--- src/hw/rtl/ict_ram.sv ---
// Generic single-port RAM with registered read data.
// No dependencies.
module ict_ram #(
	parameter int WIDTH = 32,
	parameter int DEPTH = 8
) (
	input  logic                     clk,
	input  logic                     en,
	input  logic                     we,
	input  logic [$clog2(DEPTH)-1:0] addr,
	input  logic [WIDTH-1:0]         wdata,
	output logic [WIDTH-1:0]         rdata
);
	logic [WIDTH-1:0] mem_q [DEPTH];

	always_ff @(posedge clk) begin
		if (en) begin
			if (we) begin
				mem_q[addr] <= wdata;
			end else begin
				rdata <= mem_q[addr];
			end
		end
	end
endmodule

--- config.mk ---
export PLATFORM = sky130hd
export DESIGN_NAME = ict_ram
export DESIGN_NICKNAME = d
export VERILOG_FILES = /design/src/hw/rtl/ict_ram.sv
export SDC_FILE = /design/constraint.sdc
export NUM_CORES = 1
export LEC_CHECK = 0
export ABC_AREA = 0
export BUFFER_PORTS_ARGS = -buffer_cell sky130_fd_sc_hd__buf_2
export CAP_MARGIN = 20
export CORE_MARGIN = 2
export CORE_UTILIZATION = 35
export CTS_CLUSTER_DIAMETER = 80
export CTS_CLUSTER_SIZE = 10
export DETAILED_ROUTE_END_ITERATION = 6
export GPL_TIMING_DRIVEN = 0
export SETUP_SLACK_MARGIN = 0.4
export SLEW_MARGIN = 0
export SYNTH_ARGS = -nofsm -noshare
export SYNTH_HDL_FRONTEND = slang
export SYNTH_SLANG_ARGS = --single-unit
--- constraint.sdc ---
create_clock -name clk -period 3.5 [get_ports clk]
set_input_delay 0.35 -clock clk [delete_from_list [all_inputs] [get_ports clk]]
set_output_delay 0.35 -clock clk [all_outputs]
set_load 0.005 [all_outputs]
; Yosys cells after proc, flatten, opt, wreduce, memory -nomap -nowiden
; Memory sizes are Yosys's and may differ from the RTL's. A register that Yosys moved wholly into a read port is not among the register bits.
; Index checks and enable logic that the tools add are counted.
[classes]
mux = 3
bitwise_logic = 1
n_reduce_logical = 1
[ops]
columns = op, n
row1 = 2-to-1 mux 1 bit, 3
row2 = AND reduction 2 bit, 1
row3 = inverter 1 bit, 1
[totals]
regBits = 0
mem_bits_rw = 256
inputBits = 38
out_inout_bits = 32
mem_count = 1
[memory_table]
columns = memory, depth, width, rd, rd_clocked_by_memory_dff, wr, line_no
row1 = mem_q, 8, 32, 1, 1, 1, 14  ; logic [WIDTH-1:0] mem_q [DEPTH];

; Depth between registers and ports, before layout
; Gate-level depths: netlist of the first run.
[logic_depth]
ltp_word = 3
depth_mapped = 6

; Worst setup path after synthesis of the first run
; No wires, ideal clock.
[synth_timing]
kind = input -> register
startpoint = input port addr[2]
endpoint = memory mem_q[4][0], enable pin
setup_time_ps = 461
t_arrival_ps = 3115
t_required_ps = 3039
setup_slack_ps = -76
path_stages = 4
path_cell_list = buf_2 buf_2 nand3_1 nor3_1
[synth_lines]
columns = item, line_no
row1 = from (decl), 10  ; input logic [$clog2(DEPTH)-1:0] addr,
row2 = to (decl), 14
; No word-level cell before the write port.

; Worst setup path in the final report of the first run
[layout_timing]
startpoint = input port addr[2]
endpoint = memory mem_q[4][8], enable pin
; No word-level cell before the write port.

==> flow_metrics.py, run 1 <==
metrics = {
    "setup_path": {
        "cp.buffers_inverters": 4,
        "cp-start-kind": "input port",
        "path_class": "in -> reg",
        "path_delay_family": "buffers and inverters",
        "crit_arrival_ns": 2.44,
        "reg2reg_depth": 2,
        "worstPathMaxFanout": 10,
        "cp-end-kind": "register",
        "cp_cell_sequence": "buf_2 > buf_2 > nand3_1 > nor3_2 > buf_6 > buf_6",
        "cp_data_required_time_ns": 3.69,
        "max_stage_delay_ns": 0.63,
        "crit_slowest_cell": "nor3_2",
        "rrSetupSlack_ns": 2.03,
        "crit_cells": 6,
    },
    "clock_network": {
        "insertion_delay_ns": 0.49,
        "cts_tree": "yes",
        "cts.sinks": 288,
        "cts_setup_buffers": 0,
        "hold_buffers": 0,
        "cts-root-buf": "clkbuf_16",
        "clockBufferDepth": 3,
        "htreeDepth": 2,
        "cts_buffers": 34,
        "post_cts_resized": 0,
        "clkSlewWorstSetupHoldPaths_ns": 0.05,
    },
    "place": {
        "io_buffers": 66,
        "place.gp.congestion": 0.6582,
        "dpl.hpwl_mm": 13.71,
        "dp_cells": 902,
    },
    "power_and_ir_drop": {
        "p_per_area_nw_per_um2": 561.2,
        "p_leak_uw": 0.004314,
        "vdd_drop_max_mv": 0.2615,
    },
    "synth": {
        "avgSynthCellArea_sq_um": 25.58,
        "yosysSeqAreaShare_pct": 79.56,
        "yosys_register_bits": 288,
        "syn_inst": 425,
        "yosysUniqueCellTypes": 18,
        "synth_nets": 463,
        "yosysWarningCount": 0,
        "synth_area_sq_um": 10870,
    },
    "global_route": {
        "grt_util_met2_pct": 24.69,
        "track_usage_pct": 13.77,
        "grt_pass1_vias": 5071,
        "grtUsageMet1_pct": 16.59,
        "grt-ovfl-total": 0,
        "grt_use_met3_pct": 3.335,
        "top_usage_layer": "met2",
        "grt_pass1_wl_mm": 32.72,
        "grt_antenna_before_repair": 4,
        "grt_max_degree": 22,
    },
    "timing": {
        "max_slew_margin_pct": 37.98,
        "rsz0062_at_grt": "false",
        "report.final.slew_viol_count": 0,
        "worstMarginPinSlew_ns": 0.9253,
        "hold_viol": 0,
        "fmax_ghz": 0.4441,
        "setup-tns-final_ns": 0,
        "fin_skew_ns": 0.007002,
        "setup_viol": 0,
        "min_period_over_period_pct": 64.33,
        "min_period_ns": 2.252,
    },
    "floorplan": {
        "rows": 64,
        "io-pin-count": 70,
        "dieArea_sq_um": 32480,
        "start_util_pct": 35.54,
        "die_w_microns": 180.2,
        "die_h_microns": 180.2,
        "core_area_sq_um": 30590,
    },
    "hold_path": {
        "hold_depth": 1,
        "hp-class": "in -> reg",
    },
    "final_layout": {
        "final_cell_mix": "288 x edfxtp_1, 72 x buf_2, 54 x mux4_1, 37 x clkbuf_16, 31 x mux2_2",
        "layout_commonest_cell": "edfxtp_1",
        "drive_gt1_share_pct": 32.90,
        "fin_cells": 941,
        "fin_nets": 580,
        "syn2layout_area_growth_pct": 18.97,
    },
    "routing": {
        "drt_iter0_drc": 289,
        "route.vias.total": 4684,
        "vias_per_cell": 4.978,
        "drc": 0,
        "wirelength_mm": 22.14,
        "wl_per_cell_microns": 23.53,
        "final_antenna_net_count": 0,
        "drt-pass1-iter-count": 4,
    },
    "run": {
        "drv_cap": 0,
    },
    "run_status": {
        "status": "completed",
    },
}
[synthesized netlist by cell type (all sizes together)]
cell type	instances	area, sq um
nand3	2	10.01
edfxtp	288	8648
nand2b	3	18.77
o211ai	2	15.01
clkbuf	5	18.77
mux2i	3	30.03
mux2	31	349.1
o21ai	1	5.000
mux4	62	1599
nor2	6	22.52
nor2b	2	12.51
nand2	2	7.510
nand3b	1	7.510
nor3	2	10.01
buf	15	116.4
[area by class of cell]
type	instances	area (sq um)
Timing Repair Buffer	81	571.8
Multi-Input combinational cell	117	2150
Clock inverter	1	3.754
Tap cell	396	495.5
Antenna cell	1	2.502
Fill cell	2618	17660
Sequential cell	288	8648
Clock buffer	37	925.9
Buffer	20	135.1
[cells by family after synthesis]
group | share of synthesized area, %
AND/OR/NAND/NOR | 0.8173
multiplexers | 18.20
AO/OA/AOI/OAI | 0.1841
flip-flops | 79.56
buffers and inverters | 1.243
[worst paths after layout]
kind,to,from
hold reg to reg,rdata[30],mem_q[2][30]
setup reg to reg,rdata[6],mem_q[4][6]
setup / recovery,mem_q[4][8],addr[2]
hold / removal,mem_q[6][14],wdata[14]
[metal layers]
metal	wire length, microns	up-vias	share of wire, %
li1	-	2084	-
met1	8901	2450	40
met2	11760	107	53
met3	1102	37	5.0
met4	344	6	1.6
met5	35	-	0.16
[flip-flops by register name, indices dropped and copies added, names as in the netlist]
signal and count:
mem_q 256, rdata 32
[worst register-to-register path, cell delays in order, from the launching register on]
cell and delay [ns]:
edfxtp_1 0.38, mux4_1 0.52, mux2_2 0.32
[power breakdown]
group / switching [uW] / leakage (uW) / total [uW] / internal [uW]
Combinational: 174 / 0.00124 / 325 / 151
Clock: 1190 / 0.000458 / 3030 / 1840
Sequential: 16.1 / 0.00261 / 3900 / 3890
[metrics by stage]
step	utilization, %	hold slack (ns)	setup WS, ns	total power [uW]	cell area [sq um]
2_1_floorplan	-	0.4489	-0.07567	4149	10870
3_3_place_gp	38.24	0.6035	-2.980	4275	11700
3_5_place_dp	39.23	0.6195	0.7400	4304	12000
4_1_cts	42.27	0.09807	1.242	7354	12930
5_1_grt	42.28	0.1188	1.130	7506	12930
6_report	42.28	0.1274	1.248	7258	12930
(Power assumes the default switching activity.)
==> inputs of run 2 (changes only) <==
==> constraint.sdc (replaced) <==
create_clock -name clk -period 2.29 [get_ports clk]
set_input_delay 0.229 -clock clk [delete_from_list [all_inputs] [get_ports clk]]
set_output_delay 0.229 -clock clk [all_outputs]
set_load 0.005 [all_outputs]
==> run 2 against run 1 <==
Net effect:
- combinational power is 66% higher
- clock skew is 0.0018 ns higher
- total power is 54% higher
- register-to-register slack worse by 1.2 ns
- largest power group unchanged
==> flow_metrics.py, run 2 (same netlist as run 1, synthesis figures left out) <==
metrics = {
    "final_layout": {
        "fin_nets": 597,
        "top_register": "mem_q",
        "layout_commonest_cell": "edfxtp_1",
        "fin_util_pct": 43.14,
        "largest_reg_flops": 256,
        "final_cell_mix": "288 x edfxtp_1, 68 x buf_2, 54 x mux4_1, 38 x clkbuf_16, 31 x mux2_2",
        "syn2layout_area_growth_pct": 21.39,
        "drive_gt1_share_pct": 31.73,
        "top_regs": "mem_q x256, rdata x32",
    },
    "routing": {
        "wl_per_cell_microns": 23.26,
        "vias_per_cell": 5.018,
        "route.vias.total": 4807,
        "final_antenna_net_count": 0,
        "drc": 0,
        "wirelength_mm": 22.29,
        "drt_iter0_drc": 372,
        "drt-pass1-iter-count": 4,
    },
    "timing": {
        "holdWs_ns": 0.01102,
        "min_period_over_period_pct": 77.19,
        "max_slew_margin_pct": 39.93,
        "report.final.slew_viol_count": 0,
        "rsz0062_at_grt": "false",
        "hold_viol": 0,
        "min_period_ns": 1.768,
        "fin_skew_ns": 0.008760,
        "setup_viol": 0,
        "fmax_ghz": 0.5657,
        "timing.final.ws_setup_ns": 0.5223,
        "worstMarginPinSlew_ns": 0.9010,
    },
    "setup_path": {
        "max_stage_delay_ns": 0.73,
        "path_class": "in -> reg",
        "crit_slowest_cell": "nor3_4",
        "r2r_start": "mem_q[0][23]",
        "cp-end-kind": "register",
        "cp_data_required_time_ns": 2.48,
        "rrSetupSlack_ns": 0.86,
        "r2r_end": "rdata[23]",
        "crit_arrival_ns": 1.96,
        "cp.buffers_inverters": 3,
        "cp_cell_sequence": "clkbuf_16 > nand3b_1 > nor3_4 > buf_16 > buf_8",
        "reg2reg_depth": 2,
        "path_delay_family": "simple AND/OR/NAND/NOR gates",
        "worstPathMaxFanout": 13,
        "crit_cells": 5,
        "cp-start-kind": "input port",
    },
    "clock_network": {
        "insertion_delay_ns": 0.50,
        "htreeDepth": 2,
        "clkSlewWorstSetupHoldPaths_ns": 0.05,
        "cts-root-buf": "clkbuf_16",
        "cts.sinks": 288,
        "cts_tree": "yes",
        "cts_buffers": 34,
        "clockBufferDepth": 3,
    },
    "floorplan": {
        "dieArea_sq_um": 32480,
        "die_w_microns": 180.2,
        "core_area_sq_um": 30590,
        "io-pin-count": 70,
        "rows": 64,
        "start_util_pct": 35.54,
        "die_h_microns": 180.2,
    },
    "global_route": {
        "grt_pass1_wl_mm": 32.90,
        "grt_antenna_before_repair": 1,
        "grt_max_degree": 24,
        "track_usage_pct": 13.74,
        "grt-ovfl-total": 0,
        "grt_pass1_vias": 5198,
    },
    "run": {
        "drv_cap": 0,
    },
    "power_and_ir_drop": {
        "vdd_drop_max_mv": 0.4014,
        "p_leak_uw": 0.004415,
        "total_power_uw": 11180,
        "p_per_area_nw_per_um2": 847.3,
    },
    "place": {
        "place.gp.congestion": 0.6342,
        "place_ws_ns": -0.008058,
        "io_buffers": 66,
        "dpl.hpwl_mm": 13.42,
    },
    "run_status": {
        "status": "completed",
    },
    "hold_path": {
        "hp-class": "in -> reg",
        "hold_depth": 1,
        "min_to": "mem_q[0][5]",
        "min-delay-start": "wdata[5]",
    },
}
-- run 2: worst max path at each step --
| stage | from | endpoint |
|---|---|---|
| 2_1_floorplan | addr[2] | mem_q[0][0] |
| 3_3_place_gp | addr[2] | mem_q[0][11] |
| 3_5_place_dp | addr[2] | mem_q[0][11] |
| 4_1_cts | addr[2] | mem_q[0][9] |
| 5_1_grt | addr[2] | mem_q[0][9] |
| 6_report | addr[2] | mem_q[0][8] |
-- run 2: repair_timing --
| action | in CTS | in global routing |
|---|---|---|
| hold endpoints to repair | 149 | 0 |
| setup buffers | 0 | 0 |
| hold buffers | 21 | 0 |
| resized for setup | 0 | 0 |
-- run 2: layout make-up --
| class | instances | area [sq um] |
|---|---|---|
| multi-input cells | 117 | 2175 |
| clock buffers | 37 | 925.9 |
| fillers | 2588 | 17390 |
| repair buffers | 98 | 765.7 |
| diodes | 1 | 2.502 |
| flip-flops and latches | 288 | 8648 |
| plain buffers | 20 | 178.9 |
| well taps | 396 | 495.5 |
| clock inverters | 1 | 3.754 |
-- run 2: layer usage --
layer,GRT usage (%),wire length (microns),vias to the layer above
met5,0,0,-
met4,3.323,384,0
met3,3.112,1512,36
met2,22.61,10840,143
met1,18.65,9555,2511
li1,-,-,2117
-- run 2: power by group --
group / internal [uW] / switching [uW] / total (uW)
sequential: 5940 / 24.2 / 5960
combinational: 262 / 278 / 540
clock: 2820 / 1860 / 4680
-- run 2: metrics by stage --
stage | setup TNS, ns | cell area (sq um) | std cells
final | 0 | 13200 | 958
after global routing | 0 | 13190 | 957
after CTS | 0 | 13190 | 957
after detailed placement | -0.08134 | 12050 | 898
after global placement | -71.88 | 11820 | 887
after floorplan | 0 | 11000 | 425
