File: config.mk
export PLATFORM = sky130hd
export DESIGN_NAME = ict_alu
export DESIGN_NICKNAME = d
export VERILOG_FILES = /design/src/hw/rtl/ict_pkg.sv /design/src/hw/rtl/ict_alu.sv
export SDC_FILE = /design/constraint.sdc
export NUM_CORES = 1
export LEC_CHECK = 0
export BUFFER_PORTS_ARGS = -buffer_cell sky130_fd_sc_hd__buf_2
export CAP_MARGIN = 20
export CORE_ASPECT_RATIO = 2
export CORE_UTILIZATION = 40
export DETAILED_ROUTE_END_ITERATION = 12
export PLACE_DENSITY = 0.68
export SYNTH_ARGS = -nofsm -noshare
export SYNTH_HDL_FRONTEND = slang
export SYNTH_SLANG_ARGS = --single-unit
File: constraint.sdc
create_clock -name vclk -period 1.21
set_input_delay 0.0605 -clock vclk [all_inputs]
set_output_delay 0.0605 -clock vclk [all_outputs]
set_load 0.02 [all_outputs]
File: src/hw/rtl/ict_pkg.sv
// Package for the interval constraint table.
// Holds item types, codes, the sequencer state type and the compare unit flags.
// No dependencies.
package ict_pkg;

	localparam int TIME_W = 16;
	localparam int LOC_W  = 10;

	typedef logic [1:0] status_t;
	localparam status_t STS_OK    = 2'd0;
	localparam status_t STS_FULL  = 2'd1;
	localparam status_t STS_EMPTY = 2'd2;

	localparam logic ACT_INSERT = 1'b0;
	localparam logic ACT_QUERY  = 1'b1;

	localparam logic CFG_GOAL    = 1'b0;
	localparam logic CFG_MIN_LEN = 1'b1;

	typedef struct packed {
		logic              action;
		logic [LOC_W-1:0]  location;
		logic [TIME_W-1:0] time_start;
		logic [TIME_W-1:0] time_end;
	} in_item_t;

	typedef struct packed {
		logic              is_blocked;
		logic [TIME_W-1:0] holding_time;
		logic [TIME_W-1:0] temporal_extent;
		status_t           status;
	} out_item_t;

	// Flags of the shared compare unit for one stored interval.
	typedef struct packed {
		logic end_lt_s;    // stored end before new start
		logic e_lt_start;  // new end before stored start
		logic start_lt_s;  // stored start extends merge left
		logic end_gt_e;    // stored end extends merge right
		logic hit;         // query time inside stored interval
		logic end_gt_h;    // stored end raises holding time
	} cmp_t;

	typedef enum logic [3:0] {
		ST_CLEAR,
		ST_IDLE,
		ST_RED,
		ST_CNT_RD,
		ST_CNT_WT,
		ST_RD,
		ST_EVAL,
		ST_PUSH2,
		ST_LAST,
		ST_WB_RD,
		ST_WB_WR,
		ST_CNT_WR,
		ST_G_CNT_RD,
		ST_G_CNT_WT,
		ST_G_RD,
		ST_OUT
	} state_t;

endpackage

File: src/hw/rtl/ict_alu.sv
// Shared compare unit applied to one stored interval per step of the walk.
// Depends on ict_pkg.
module ict_alu (
	input  logic [15:0]   cur_start,
	input  logic [15:0]   cur_end,
	input  logic [15:0]   new_start,
	input  logic [15:0]   new_end,
	input  logic [15:0]   hold,
	output ict_pkg::cmp_t flags
);
	import ict_pkg::*;

	always_comb begin
		flags.end_lt_s   = cur_end < new_start;
		flags.e_lt_start = new_end < cur_start;
		flags.start_lt_s = cur_start < new_start;
		flags.end_gt_e   = cur_end > new_end;
		flags.hit        = (cur_start <= new_start) && (new_start < cur_end);
		flags.end_gt_h   = cur_end > hold;
	end
endmodule

# Yosys cells after proc, flatten, opt, wreduce, memory -nomap -nowiden
# Index checks and enable logic that the tools add are counted.
op_classes:
  n_eq_ne: 0
  div_mod_pow: 0
  bitwise_logic: 0
  n_lt_le_gt_ge: 7
  multipliers: 0
  n_reduce_logical: 1
  muxes: 0
  n_addsub: 0
  shift: 0
op_table:
  columns: ["op", "n"]
  rows:
  - ["less-than comparator 16 bit", 4]
  - ["> comparator 16 bit", 2]
  - ["less-or-equal comparator 16 bit", 1]
  - ["logical AND 1 bit", 1]
totals:
  romBits: 0
  memories: 0
  regBits: 0
  word_cells: 8
  latch_bits: 0
  input_bits: 80
  ram_bits: 0

# Depth between registers and ports, before layout
# Gate-level depths: netlist of the first run.
logic_depth:
  ltp_word: 2
  mapped_depth: 7
  depth_no_buf: 7

# Worst setup path before layout of the first run
# No wires, ideal clock.
synth_path:
  path_type: "input -> output"
  startpoint: "input new_start[13]"
  endpoint: "output flags[1] (netlist name)"
  t_arrival_ns: 1.498
  path_slack_ns: -0.349
  stages: 6
  path_cell_list: "inv_1 > ha_1 > nand4_2 > nor4_2 > nand2_1 > a2111oi_2"
synth_lines:
  columns: ["element", "line_no", "rtl"]
  rows:
  - ["start: declaration", "ict_alu.sv:6", "input logic [15:0] new_start,"]
  - ["end: declaration", "ict_alu.sv:9", "output ict_pkg::cmp_t flags"]

==> summary.txt, run 1 <==
Setup path
  • CP max FO: 2
  • CP endpoint kind: output pin
  • Crit path arrival time: 1510 ps
  • Crit Path Class: in2out
  • Required time of the worst setup path: 1150 ps
  • Startpoint types: primary input

Synthesis
  • Post-Syn Instances: 275
  • Mapped Avg Cell Area: 7.18 µm²
  • Yosys warns: 0
  • Synth Net Count: 434
  • Seq/Total Area, Yosys: 0
  • Count of cell types in the netlist: 26
  • Post-Syn Area: 0.00198 mm²

Timing
  • Final Cycle Share: 1.30
  • Final worst setup slack: -361 ps
  • Slew Limit Fails: 0
  • Peak Freq: 637 MHz
  • Min Tclk post-route: 1570 ps
  • Worst-margin pin slew: 336 ps
  • Final hold vios: 0
  • Worst slew margin: 0.775
  • Final setup fails: 6
  • RSZ-0062 raised after global routing: yes

Global routing
  • Total gr overflow: 0
  • Largest net degree at the start of global routing: 4
  • Initial antenna violation count: 0
  • Overall Global Routing Usage: 0.260
  • First-pass GRT wire length: 10400 µm
  • Number of global-route vias before repair: 2565

Place
  • DP Worst Slack: -466 ps
  • Placed cell area: 0.00297 mm²
  • PortBufs: 86
  • Dpl hpwl: 5640 µm
  • Placed cells: 445
  • Final GP Congestion: 0.896

Layout
  • Synth-to-Final Area Change: 83.0%
  • Clock buf count: 0
  • Non-Filler Instances: 448
  • Seq_cells: 0
  • Finished Cell Area: 0.00362 mm²
  • Ant. Diodes: 0
  • Share of layout cells above drive strength 1: 0.534
  • Nets: 554
  • Total area of sequential cells: 0 µm²

Power and ir drop
  • P per Cell Area: 383 mW/mm²
  • Max IR drop VDD: 0.000216 V
  • P_leak: 0.00189 µW
  • PnR Total Power: 1390 µW

Die
  • Die Span Y: 101 µm
  • Starting Density: 0.422
  • Die Wd: 51.7 µm
  • Rows: 35
  • # IOs: 86
  • Die ar.: 0.00524 mm²
  • Core Area: 0.00469 mm²

Route
  • Initial drt markers: 31
  • Antenna-violating nets left: 0
  • DR vias/cell: 5.32
  • Number of iterations in the first detailed-routing pass: 4
  • Via count: 2385
  • Residual DRC: 0
  • Wirelength, routed: 6850 µm
  • Routed length per instance: 15.3 µm

Min path
  • HP Class: in2out

Clocking
  • Hold-fix buffers at CTS: 0

Outcome
  • Status: complete, but fails checks
  • Violated checks: setup timing

Flow run
  • Max-cap violations: 0
worst max-delay path: stages:
cell	delay, ps
buf_2	110
inv_2	50
ha_4	230
a21o_1	160
o21ai_1	150
o211ai_1	170
a2111oi_4	380
buf_4	200
what timing repair did:
item | in CTS | in global routing
pin swaps | 35 | 33
gates resized for setup | 82 | 44
setup endpoints to repair | 6 | 6
setup buffers | 1 | 2
cells by family (layout without fill, tap and decap cells):
family	Yosys count	count (layout)	synth area share
buffers and inverters	80	198	0.152
adders and majority gates	79	79	0.500
AOI/OAI and AO/OA	65	65	0.206
and+or+nand+nor	51	51	0.142
where the power goes:
| part | switching, µW | leakage, µW | internal (µW) | total, µW |
|---|---|---|---|---|
| registers | 0 | 0 | 0 | 0 |
| logic | 657 | 0.00189 | 729 | 1390 |
| clock network | 0 | 0 | 0 | 0 |
metal layers:
metal | share of wire | global-route usage
met4 | 0.041 | 0.102
met5 | 0 | 0
met3 | 0.034 | 0.0135
met2 | 0.62 | 0.593
met1 | 0.30 | 0.199
Yosys cell counts (2+ instances only):
library cell | n | area share
a31oi_1 | 2 | 0.0063
nor4_1 | 2 | 0.0063
o31ai_1 | 2 | 0.0076
o211ai_1 | 4 | 0.015
a21oi_1 | 29 | 0.073
nand4_1 | 13 | 0.041
a21o_1 | 12 | 0.046
nor2b_1 | 7 | 0.022
inv_1 | 80 | 0.15
a211oi_1 | 3 | 0.011
ha_1 | 79 | 0.50
a221o_1 | 2 | 0.010
nand3_1 | 4 | 0.010
nand2_1 | 13 | 0.025
o21ai_0 | 7 | 0.018
nor2_1 | 6 | 0.011
cell usage in the layout (no fill, tap or decap), types with 2 or more instances in the layout:
cell	synthesis	final
ha_1	79	43
a31oi_4	0	2
ha_4	0	36
a21o_1	12	12
buf_8	0	8
a21oi_1	29	13
nor2_1	6	6
a221o_1	2	2
inv_2	0	11
o21ai_2	0	3
buf_6	0	18
a211oi_2	0	3
nor2b_1	7	6
buf_2	0	58
o211ai_1	4	4
nand4_1	13	13
inv_6	0	4
nand2_1	13	10
nand3_1	4	4
o21ai_1	1	4
o31ai_1	2	2
a21oi_2	0	15
inv_4	0	7
inv_1	80	57
buf_4	0	33
nand2_2	0	2
nor4_1	2	2
stage by stage:
stage / hold slack (ps) / util / setup TNS, ps
after floorplan: 380 / - / -175
after global placement: 656 / 0.634 / -2080
after detailed placement: 644 / 0.634 / -2190
after global routing: 656 / 0.772 / -1930
after CTS: 628 / 0.725 / -1610
final: 649 / 0.772 / -1610
path summary, 6_finish.rpt:
path / cells past startpoint / slack [ps] / start / to
worst min-delay path: 4 / 650 / new_start[15] / flags[1]
worst max-delay path: 8 / -360 / new_start[3] / flags[1]
final cells by class:
cell class | count | area [µm²]
Multi-Input combinational cell | 195 | 2320
Fill cell | 327 | 1070
Timing Repair Buffer | 118 | 881
Inverter | 80 | 350
Tap cell | 55 | 68.8
No activity file was read; power rests on OpenSTA's default activity.
==> run 2: changes to the inputs <==
--- a/config.mk
+++ b/config.mk
@@ -8,6 +8,7 @@
 export BUFFER_PORTS_ARGS = -buffer_cell sky130_fd_sc_hd__buf_2
 export CAP_MARGIN = 20
 export CORE_ASPECT_RATIO = 2
+export CORE_MARGIN = 4
 export CORE_UTILIZATION = 40
 export DETAILED_ROUTE_END_ITERATION = 12
 export PLACE_DENSITY = 0.68
==> summary.txt, run 2 (synthesized netlist as in run 1, its figures left out) <==
Layout
  • Seq_cells: 0
  • Most common cell after layout, fill and taps aside: buf_2
  • Ant. Diodes: 0
  • Share of layout cells above drive strength 1: 0.553
  • Filler cells: 340
  • Area of the multi-input gates: 0.00237 mm²
  • Non-Filler Instances: 453
  • Nets: 557
  • Synth-to-Final Area Change: 88.0%
  • Clock buf count: 0
  • Total area of sequential cells: 0 µm²
  • Commonest cells after routing, fill and taps aside: buf_2, inv_1, ha_4

Global routing
  • Largest net degree at the start of global routing: 4
  • Initial antenna violation count: 0
  • First-pass GRT wire length: 10700 µm
  • Total gr overflow: 0
  • Number of global-route vias before repair: 2554
  • Overall Global Routing Usage: 0.220

Timing
  • Worst-margin pin slew: 323 ps
  • Final Cycle Share: 1.34
  • Final setup fails: 6
  • Worst slew margin: 0.783
  • Final worst setup slack: -408 ps
  • RSZ-0062 raised after global routing: yes
  • Slew Limit Fails: 0
  • Peak Freq: 618 MHz
  • Final hold vios: 0
  • Hold slack: 564 ps
  • Min Tclk post-route: 1620 ps

Flow run
  • Max-cap violations: 0

Outcome
  • Violated checks: setup timing
  • Status: complete, but fails checks

Route
  • Met2 wire length: 4360 µm
  • Top layer used by detailed routing: met4
  • Residual DRC: 0
  • Antenna-violating nets left: 0
  • Via count: 2436
  • Routed wire length on met3: 306 µm
  • Met1 Routed Length: 2130 µm
  • Number of iterations in the first detailed-routing pass: 4
  • Wirelength, routed: 7230 µm
  • Routed length per instance: 16.0 µm
  • DR vias/cell: 5.38
  • Initial drt markers: 72

Setup path
  • CP endpoint kind: output pin
  • CP max stage cell: a2111oi_4
  • Max stage delay on crit path: 380 ps
  • Required time of the worst setup path: 1150 ps
  • Crit path arrival time: 1560 ps
  • Critical-path cell list: buf_8, inv_4, ha_4, a21oi_2, nand2_1, a21oi_2, o211ai_1, a2111oi_4, buf_4
  • CP most frequent cell: a21oi_2
  • Startpoint types: primary input
  • Crit Path Class: in2out
  • Origin of the worst setup path: new_start[14]
  • Worst Setup EP: flags[1]
  • CP max FO: 3

Power and ir drop
  • Net Sw Frac: 0.472
  • Sw Pwr: 662 µW
  • Max IR drop VDD: 0.000233 V
  • Clock share of power: 0
  • P_int: 741 µW
  • Power share of the combinational group: 1.000
  • P_leak: 0.00190 µW
  • P per Cell Area: 378 mW/mm²
  • Part of the power in registers: 0

Place
  • Placed cells: 447
  • PortBufs: 86
  • Dpl hpwl: 5950 µm
  • Final GP Congestion: 0.809

Die
  • Die Wd: 57.7 µm
  • # IOs: 86
  • Core Area: 0.00482 mm²
  • Starting Density: 0.410
  • Die ar.: 0.00620 mm²
  • Rows: 36
  • Die Span Y: 107 µm

Clocking
  • Hold-fix buffers at CTS: 0

Min path
  • HP Class: in2out
-- run 2: changes by cell type in the layout (fill, tap and decap cells not counted), sizes merged --
cell / before / now
buf: 118 / 121
clkinv: 0 / 1
inv: 80 / 79
-- run 2: critical path: cells and delay by family --
family | cells | cell delay (ps)
and+or+nand+nor | 1 | 90
AOI/OAI and AO/OA | 4 | 840
buffers and inverters | 3 | 350
adders and majority gates | 1 | 210
-- run 2: worst min path at each step --
stage | start | to | slack [ps] | cells past startpoint
2_1_floorplan | new_start[15] | flags[1] | 380 | 2
3_3_place_gp | new_start[15] | flags[1] | 660 | 4
3_5_place_dp | new_start[15] | flags[1] | 650 | 4
4_1_cts | new_start[15] | flags[1] | 630 | 4
5_1_grt | new_start[15] | flags[1] | 580 | 4
6_report | new_start[15] | flags[1] | 560 | 4
-- run 2: area by class of cell --
type | count | area share
repair buffers | 121 | 0.250
multi-input cells | 195 | 0.638
well taps | 57 | 0.0192
inverters | 80 | 0.0936
-- run 2: routing by layer --
layer | track usage | vias up
li1 | - | 1196
met5 | 0 | -
met4 | 0.0978 | 0
met3 | 0.0120 | 29
met2 | 0.475 | 88
met1 | 0.187 | 1123
-- run 2: power by group through the flow --
stage | clock network, µW | registers (µW) | logic (µW)
floorplan | 0 | 0 | 585
global placement | 0 | 0 | 1010
detailed placement | 0 | 0 | 1050
CTS | 0 | 0 | 1240
global route | 0 | 0 | 1540
finish | 0 | 0 | 1400
-- run 2: stage by stage --
stage | TNS (ps) | setup slack (ps) | power [µW] | cell area, µm² | util
floorplan | -175 | -115 | 585 | 2260 | -
global placement | -2130 | -436 | 1010 | 2980 | 0.617
detailed placement | -2190 | -472 | 1050 | 2980 | 0.617
CTS | -1710 | -387 | 1240 | 3380 | 0.701
global route | -2320 | -509 | 1540 | 3710 | 0.771
finish | -1800 | -408 | 1400 | 3710 | 0.771
-- run 2: timing repair --
action,4_1_cts,5_1_grt
endpoints found under the setup margin,6,6
gates resized for setup,73,55
pin swaps,33,43
setup buffers,3,3
hold endpoints to repair,0,0
gates cloned,0,0
==> run 3: changes to the inputs <==
--- a/config.mk
+++ b/config.mk
@@ -5,13 +5,14 @@
 export SDC_FILE = /design/constraint.sdc
 export NUM_CORES = 1
 export LEC_CHECK = 0
-export BUFFER_PORTS_ARGS = -buffer_cell sky130_fd_sc_hd__buf_2
+export BUFFER_PORTS_ARGS = -buffer_cell sky130_fd_sc_hd__buf_4
 export CAP_MARGIN = 20
 export CORE_ASPECT_RATIO = 2
 export CORE_MARGIN = 4
 export CORE_UTILIZATION = 40
 export DETAILED_ROUTE_END_ITERATION = 12
 export PLACE_DENSITY = 0.68
+export RECOVER_POWER = 50
 export SYNTH_ARGS = -nofsm -noshare
 export SYNTH_HDL_FRONTEND = slang
 export SYNTH_SLANG_ARGS = --single-unit
==> summary.txt, run 3 (synthesized netlist as in run 1, its figures left out) <==
Layout
  • Clock buf count: 0
  • Finished Cell Area: 0.00377 mm²
  • Filler cells: 356
  • Commonest cells after routing, fill and taps aside: buf_4, inv_1, ha_1
  • Total area of sequential cells: 0 µm²
  • Nets: 554
  • Ant. Diodes: 0
  • Share of layout cells above drive strength 1: 0.519
  • Most common cell after layout, fill and taps aside: buf_4
  • Synth-to-Final Area Change: 90.8%
  • Non-Filler Instances: 450
  • Seq_cells: 0

Global routing
  • First-pass GRT wire length: 10800 µm
  • Overall Global Routing Usage: 0.222
  • Total gr overflow: 0
  • Largest net degree at the start of global routing: 4
  • Initial antenna violation count: 0
  • Number of global-route vias before repair: 2521

Place
  • Final GP Congestion: 0.864
  • Placed cells: 447
  • Placed cell area: 0.00319 mm²
  • Dpl hpwl: 6130 µm
  • PortBufs: 86

Die
  • Die ar.: 0.00620 mm²
  • Core Area: 0.00482 mm²
  • Rows: 36
  • Die Wd: 57.7 µm
  • # IOs: 86
  • Die Span Y: 107 µm
  • Starting Density: 0.410

Outcome
  • Status: complete, but fails checks
  • Violated checks: setup timing

Route
  • DR vias/cell: 5.33
  • Antenna-violating nets left: 0
  • Via count: 2400
  • Initial drt markers: 46
  • Number of iterations in the first detailed-routing pass: 4
  • Residual DRC: 0
  • Wirelength, routed: 7440 µm
  • Routed length per instance: 16.5 µm

Setup path
  • Required time of the worst setup path: 1150 ps
  • CP endpoint kind: output pin
  • Crit path arrival time: 1540 ps
  • Startpoint types: primary input
  • CP max FO: 3
  • Crit Path Class: in2out

Timing
  • Final hold vios: 0
  • RSZ-0062 raised after global routing: yes
  • Final Cycle Share: 1.32
  • Final setup fails: 6
  • Min Tclk post-route: 1600 ps
  • Worst-margin pin slew: 333 ps
  • Slew Limit Fails: 0
  • Peak Freq: 624 MHz
  • Worst slew margin: 0.777
  • Final worst setup slack: -391 ps

Power and ir drop
  • Net Sw Frac: 0.459
  • Clock share of power: 0
  • Power share of the combinational group: 1.000
  • Max IR drop VDD: 0.000222 V
  • P_int: 771 µW
  • P_leak: 0.00193 µW
  • Sw Pwr: 654 µW
  • Part of the power in registers: 0
  • P per Cell Area: 378 mW/mm²

Clocking
  • Hold-fix buffers at CTS: 0

Min path
  • HP Class: in2out

Flow run
  • Max-cap violations: 0
[run 3: metal layers]
metal | vias to the layer above | GRT usage | wire length (µm)
li1 | 1190 | - | -
met1 | 1110 | 0.182 | 2180
met2 | 77 | 0.492 | 4650
met3 | 23 | 0.0156 | 265
met4 | 0 | 0.0846 | 344
met5 | - | 0 | 0
[run 3: power groups by stage]
stage                     Combinational, µW  Sequential, µW  Clock, µW
after floorplan                         585               0          0
after CTS                              1280               0          0
after global routing                   1560               0          0
after global placement                 1120               0          0
after detailed placement               1150               0          0
final                                  1420               0          0
[run 3: worst paths after layout]
path                          start        to  slack (ps)  cells after the start
worst min-delay path  new_start[15]  flags[1]         550                      4
worst max-delay path  new_start[14]  flags[1]        -390                      8
[run 3: what timing repair did]
| item | CTS | global route |
|---|---|---|
| setup endpoints to repair | 6 | 6 |
| gates resized for setup | 57 | 43 |
| setup buffers | 0 | 3 |
| pin swaps | 29 | 31 |
[run 3: worst max-delay path, stage by stage]
cell,delay [ps]
buf_8,80
inv_4,30
ha_4,280
nand4_4,120
nor4_4,290
nand2_1,130
a2111oi_4,360
buf_4,200
[run 3: cell type report]
cell class                 instances  area, µm²  area share
multi-input combinational        195       2300       0.611
timing repair buffer             118       1040       0.277
inverter                          80        350      0.0930
tap                               57       71.3      0.0189
[run 3: metrics by stage]
stage / total power [µW] / utilization / TNS [ps] / hold slack, ps / setup slack, ps
floorplan: 585 / - / -175 / 380 / -115
global placement: 1120 / 0.662 / -1980 / 631 / -384
detailed placement: 1150 / 0.662 / -2070 / 629 / -391
CTS: 1280 / 0.726 / -1510 / 637 / -369
global route: 1560 / 0.782 / -2110 / 563 / -511
finish: 1420 / 0.782 / -1650 / 551 / -391
